`src/rtl/tlprc_pkg.sv`:
```
// shared types and constants for the tail light pair row counter
// no dependencies
`default_nettype none

package tlprc_pkg;

    localparam int FIELD_W   = 10;
    localparam int BYTE_W    = 8;
    localparam int CNT_W     = 11;
    localparam int SEGS      = 4;
    localparam int CLASSES   = 3;
    localparam int Q_DEPTH   = 4;
    localparam int Q_PTR_W   = $clog2(Q_DEPTH);
    localparam int Q_CNT_W   = $clog2(Q_DEPTH + 1);
    localparam int CFG_IDX_W = 1;

    // segment width: (w + 2) / 5 as a reciprocal multiply, exact below 16384
    localparam int SPAN_W     = FIELD_W + 1;
    localparam int DIV5_W     = 14;
    localparam int DIV5_SHIFT = 16;
    localparam int D_W        = 8;
    localparam logic [DIV5_W-1:0] DIV5_MUL = 14'd13108;

    // signed width for segment bounds
    localparam int POS_W = FIELD_W + 2;

    localparam logic [CNT_W-1:0] CNT_MAX = 11'd2047;

    localparam logic [1:0] CLS_SHADOW = 2'd0;
    localparam logic [1:0] CLS_NONE   = 2'd1;
    localparam logic [1:0] CLS_LIGHT  = 2'd2;

    localparam logic [CFG_IDX_W-1:0] CFG_LIGHT_MASK  = 1'b0;
    localparam logic [CFG_IDX_W-1:0] CFG_SHADOW_MASK = 1'b1;

    typedef struct packed {
        logic [1:0]      cls;
        logic [SEGS-1:0] hits;
        logic            eor;
        logic            eob;
    } q_entry_t;

endpackage

`default_nettype wire

```
`src/rtl/tlprc_fifo.sv`:
```
// short queue of classified pixels between front and back
// depends on tlprc_pkg
`default_nettype none

module tlprc_fifo
    import tlprc_pkg::*;
(
    input  wire logic clk,
    input  wire logic rst_n,
    input  wire logic in_valid,
    input  q_entry_t  in_entry,
    output logic      in_ready,
    output logic      out_valid,
    output q_entry_t  out_entry,
    input  wire logic out_ready
);

    q_entry_t           mem_reg [Q_DEPTH];
    logic [Q_PTR_W-1:0] wr_ptr_reg;
    logic [Q_PTR_W-1:0] rd_ptr_reg;
    logic [Q_CNT_W-1:0] count_reg;
    logic               push;
    logic               pop;

    assign in_ready  = (count_reg != Q_CNT_W'(Q_DEPTH));
    assign out_valid = (count_reg != '0);
    assign out_entry = mem_reg[rd_ptr_reg];
    assign push      = in_valid && in_ready;
    assign pop       = out_valid && out_ready;

    always_ff @(posedge clk or negedge rst_n)
    begin
        if (!rst_n)
        begin
            wr_ptr_reg <= '0;
            rd_ptr_reg <= '0;
            count_reg  <= '0;
        end
        else
        begin
            if (push)
                wr_ptr_reg <= wr_ptr_reg + Q_PTR_W'(1);
            if (pop)
                rd_ptr_reg <= rd_ptr_reg + Q_PTR_W'(1);
            if (push && !pop)
                count_reg <= count_reg + Q_CNT_W'(1);
            else if (pop && !push)
                count_reg <= count_reg - Q_CNT_W'(1);
        end
    end

    always_ff @(posedge clk)
    begin
        if (push)
            mem_reg[wr_ptr_reg] <= in_entry;
    end

endmodule

`default_nettype wire

```
`config.mk`:
```
export PLATFORM = sky130hd
export DESIGN_NAME = tlprc_fifo
export DESIGN_NICKNAME = d
export VERILOG_FILES = /design/src/rtl/tlprc_pkg.sv /design/src/rtl/tlprc_fifo.sv
export SDC_FILE = /design/constraint.sdc
export NUM_CORES = 1
export LEC_CHECK = 0
export BUFFER_PORTS_ARGS = -buffer_cell sky130_fd_sc_hd__buf_2
export CAP_MARGIN = 10
export CORE_UTILIZATION = 35
export CTS_BUF_LIST = sky130_fd_sc_hd__clkbuf_2
export DETAILED_ROUTE_END_ITERATION = 10
export HOLD_SLACK_MARGIN = 0.08
export PLACE_DENSITY_LB_ADDON = 0.25
export SETUP_SLACK_MARGIN = 0.15
export SLEW_MARGIN = 15
export SYNTH_ARGS = -nofsm -noshare
export SYNTH_HDL_FRONTEND = slang
export SYNTH_SLANG_ARGS = --single-unit
```
`constraint.sdc`:
```
create_clock -name clk -period 2.2 [get_ports clk]
set_clock_uncertainty 0.05 [all_clocks]
set_input_delay 0.55 -clock clk [delete_from_list [all_inputs] [get_ports clk]]
set_output_delay 0.55 -clock clk [all_outputs]
set_load 0.05 [all_outputs]
```
==> flow_summary_export.csv <==
group,metric,value,unit
run_status,violations,"negative setup slack",
power,internal-power,0.00169,W
grt,grt.total_usage,11.2,%
drt,wl_met3,100,µm
die,dieArea,4800,µm²
logic_synthesis,synth_edf_count,32,
sta,setup_viol,7,
drt,drtPass1Iterations,4,
clock_network,cts_tree,"built",
clock_network,max-clock-path-buffers,2,
power,ir_drop,562,µV
power,clockPowerShare,10.4,%
grt,antenna_found_initial,0,
drt,drtAntennaViolNets,0,
logic_synthesis,synth_seq_area_share,71.7,%
logic_synthesis,synthTopCellsByCount,"edfxtp_1 (32), mux4_2 (8), dfrtp_1 (7)",
place,gp_congestion,0.717,
setup_path,crit_arrival,1.63,ns
drt,wl_per_cell,15.1,µm
power,sw_frac_of_total,39.9,%
die,num_rows,24,
logic_synthesis,ys_types,20,
final_layout,layout-drive-gt1-share,47.3,%
drt,finalWirelength,2440,µm
setup_path,cp.required,1.60,ns
run_status,outcome,"complete, but fails checks",
final_layout,fillers,390,
final_layout,nNetsFinal,127,
setup_path,cp_common_cell,"buf_6",
sta,max_freq,0.449,GHz
logic_synthesis,syn_nets,95,
setup_path,slowest_stage,"mux4_2",
setup_path,critPathCaptureType,"output port",
sta,post-route-min-period,2.23,ns
sta,period_share,101,%
final_layout,area_delta_synth_final,21.0,%
clock_network,cts_root_buf,"clkbuf_2",
logic_synthesis,avgSynthCellArea,20.6,µm²
grt,first_global_vias,796,
die,start_util,36.4,%
drt,drt_iter0_drc,14,
power,p_per_area,1470,nW/µm²
power,fin_total_pwr,0.00281,W
clock_network,cts_made_buffers,5,
die,die_x,69.3,µm
sta,slew_viol_final,0,
logic_synthesis,synth_top_area_cell,"edfxtp_1",
power,p_leak,0.709,nW
die,fp.dieH,69.3,µm
logic_synthesis,syn_inst,77,
final_layout,seqCellArea,1140,µm²
sta,max-slew-margin-rel,69.1,%
drt,met2_length,1300,µm
grt,overflow,0,
place,hpwlAfterDp,1670,µm
logic_synthesis,async_reset_ff_share,17.9,%
final_layout,largest_register_ffs,32,
logic_synthesis,synth-main-ff-cell,"edfxtp_1",
drt,wl_met1,988,µm
final_layout,antenna_cells,0,
setup_path,path_class,"reg -> out",
setup_path,cp_slowest_stage_delay,0.53,ns
logic_synthesis,synth_top_area_share,60.7,%
drt,drc,0,
power,netSwitchingPower,0.00112,W
worst_hold_path,hold_class,"in -> reg",
logic_synthesis,ys_warn_count,0,
clock_network,clock-sinks,39,
drt,route.vias.total,765,
place,place_ws,0.190,ns
drt,via_per_inst,4.72,
place,portBuffers,21,
logic_synthesis,synthMostInstantiatedCell,"edfxtp_1",
sta,rsz0062_at_grt,"true",
sta,hold_viol_final,0,
clock_network,htreeDepth,2,
power,pwr-share-comb,49.9,%
die,core,4350,µm²
grt,grt_max_degree,13,
setup_path,critPathMaxFanout,7,
power,seqPwrFrac,39.7,%
logic_synthesis,synth_area,1580,µm²
logic_synthesis,synth_area_leaders,"edfxtp_1 (61%), mux4_2 (11%), dfrtp_1 (11%)",
setup_path,path_cells,"buf_6 > mux4_2 > buf_6",
die,ioPinCount,22,
clock_network,insertion_delay,0.38,ns
sta,tightest_slew,0.464,ns
sta,holdWs,0.315,ns
logic_synthesis,ys_ff_latch,39,
final_layout,multi_input_area,444,µm²
drt,routed.top_layer,"met4",
grt,grt_pass1_wl,3860,µm
setup_path,cp-start-kind,"register",
flow_run,maxCapViolations,0,
clock_network,clkSlewWorstSetupHoldPaths,0.19,ns
sta,setup_ws,-0.0282,ns
-- per-stage QoR --
stage	cells	utilization (%)	setup TNS (ns)	instance area, µm²
2_1_floorplan	77	-	0	1600
3_3_place_gp	151	40.9	0	1780
3_5_place_dp	151	40.9	0	1780
4_1_cts	162	43.8	-0.504	1910
5_1_grt	162	44.0	-0.814	1920
6_report	162	44.0	-0.136	1920
-- cell usage in the layout, fill, tap and decap left out --
cell and instances:
nand2_4 1, a21boi_2 1, dfrtp_2 2, mux2_2 1, buf_8 1, buf_2 11, mux2_4 1, or3_4 1
nand3_2 1, ha_1 4, fa_2 1, buf_4 5, dfrtp_1 5, clkbuf_2 6, buf_6 9, mux4_2 8
ha_4 1, nor2_1 1, clkinv_1 1, inv_1 3, xor2_1 2, edfxtp_1 32, dlygate4sd3_1 1, nor2_4 1
and2_1 4, nand2_1 1, xnor2_1 4, clkinv_2 1
-- power by group through the flow --
stage                     Clock [W]  Sequential [W]  Combinational (W)
after floorplan                   0         0.00108           0.000983
after global placement            0         0.00113            0.00117
after detailed placement          0         0.00115            0.00119
after CTS                  0.000307         0.00112            0.00140
after global routing       0.000335         0.00114            0.00148
final                      0.000293         0.00112            0.00140
-- kinds of logic (layout without fill, tap and decap cells) --
group	count (synthesis)	after routing	share of synthesized area (%)
AO/OA/AOI/OAI	1	1	0.711
XOR/XNOR	6	6	3.32
adder cells (fa/ha/maj)	6	6	5.21
buffers and inverters	5	38	1.50
flip-flops	39	39	71.7
multiplexers	10	10	13.0
AND/OR/NAND/NOR	10	10	4.50
-- routing by layer --
metal	vias up	GRT usage, %
met5	-	0
met4	0	6.12
met3	7	3.78
met2	15	18.8
met1	387	12.6
li1	356	-
-- worst max-delay path, delay by kind of cell (launching register included) --
family	cells	cell delay, ns
buffers and inverters	2	0.34
muxes	1	0.53
DFF	1	0.40
-- path summary, 6_finish.rpt --
path / from / endpoint / slack (ns) / cells after the start
hold / removal: in_entry[3] / mem_reg[1][3] / 0.32 / 1
max in group asynchronous: rst_n / rd_ptr_reg[0] / 1.47 / 2
setup / recovery: rd_ptr_reg[0] / out_entry[3] / -0.03 / 3
setup reg to reg: count_reg[1] / count_reg[2] / 0.21 / 8
hold reg to reg: count_reg[2] / count_reg[2] / 0.54 / 2
min in group asynchronous: rst_n / count_reg[0] / 0.44 / 2
-- final cells by class --
cell class,count,area share (%)
Tap cell,52,3.39
Clock inverter,2,0.457
Multi-Input combinational cell,33,23.2
Clock buffer,6,1.57
Sequential cell,39,59.4
Inverter,3,0.587
Timing Repair Buffer,27,11.4
-- repair_timing --
action / in CTS / in global routing
resized for setup: 21 / 4
endpoints found under the hold margin: 7 / 0
setup buffers: 2 / 0
endpoints found under the setup margin: 10 / 10
hold buffers: 1 / 0
pin swaps: 0 / 1
gates cloned: 0 / 0
Note: power is estimated with default switching activity, not from simulation.
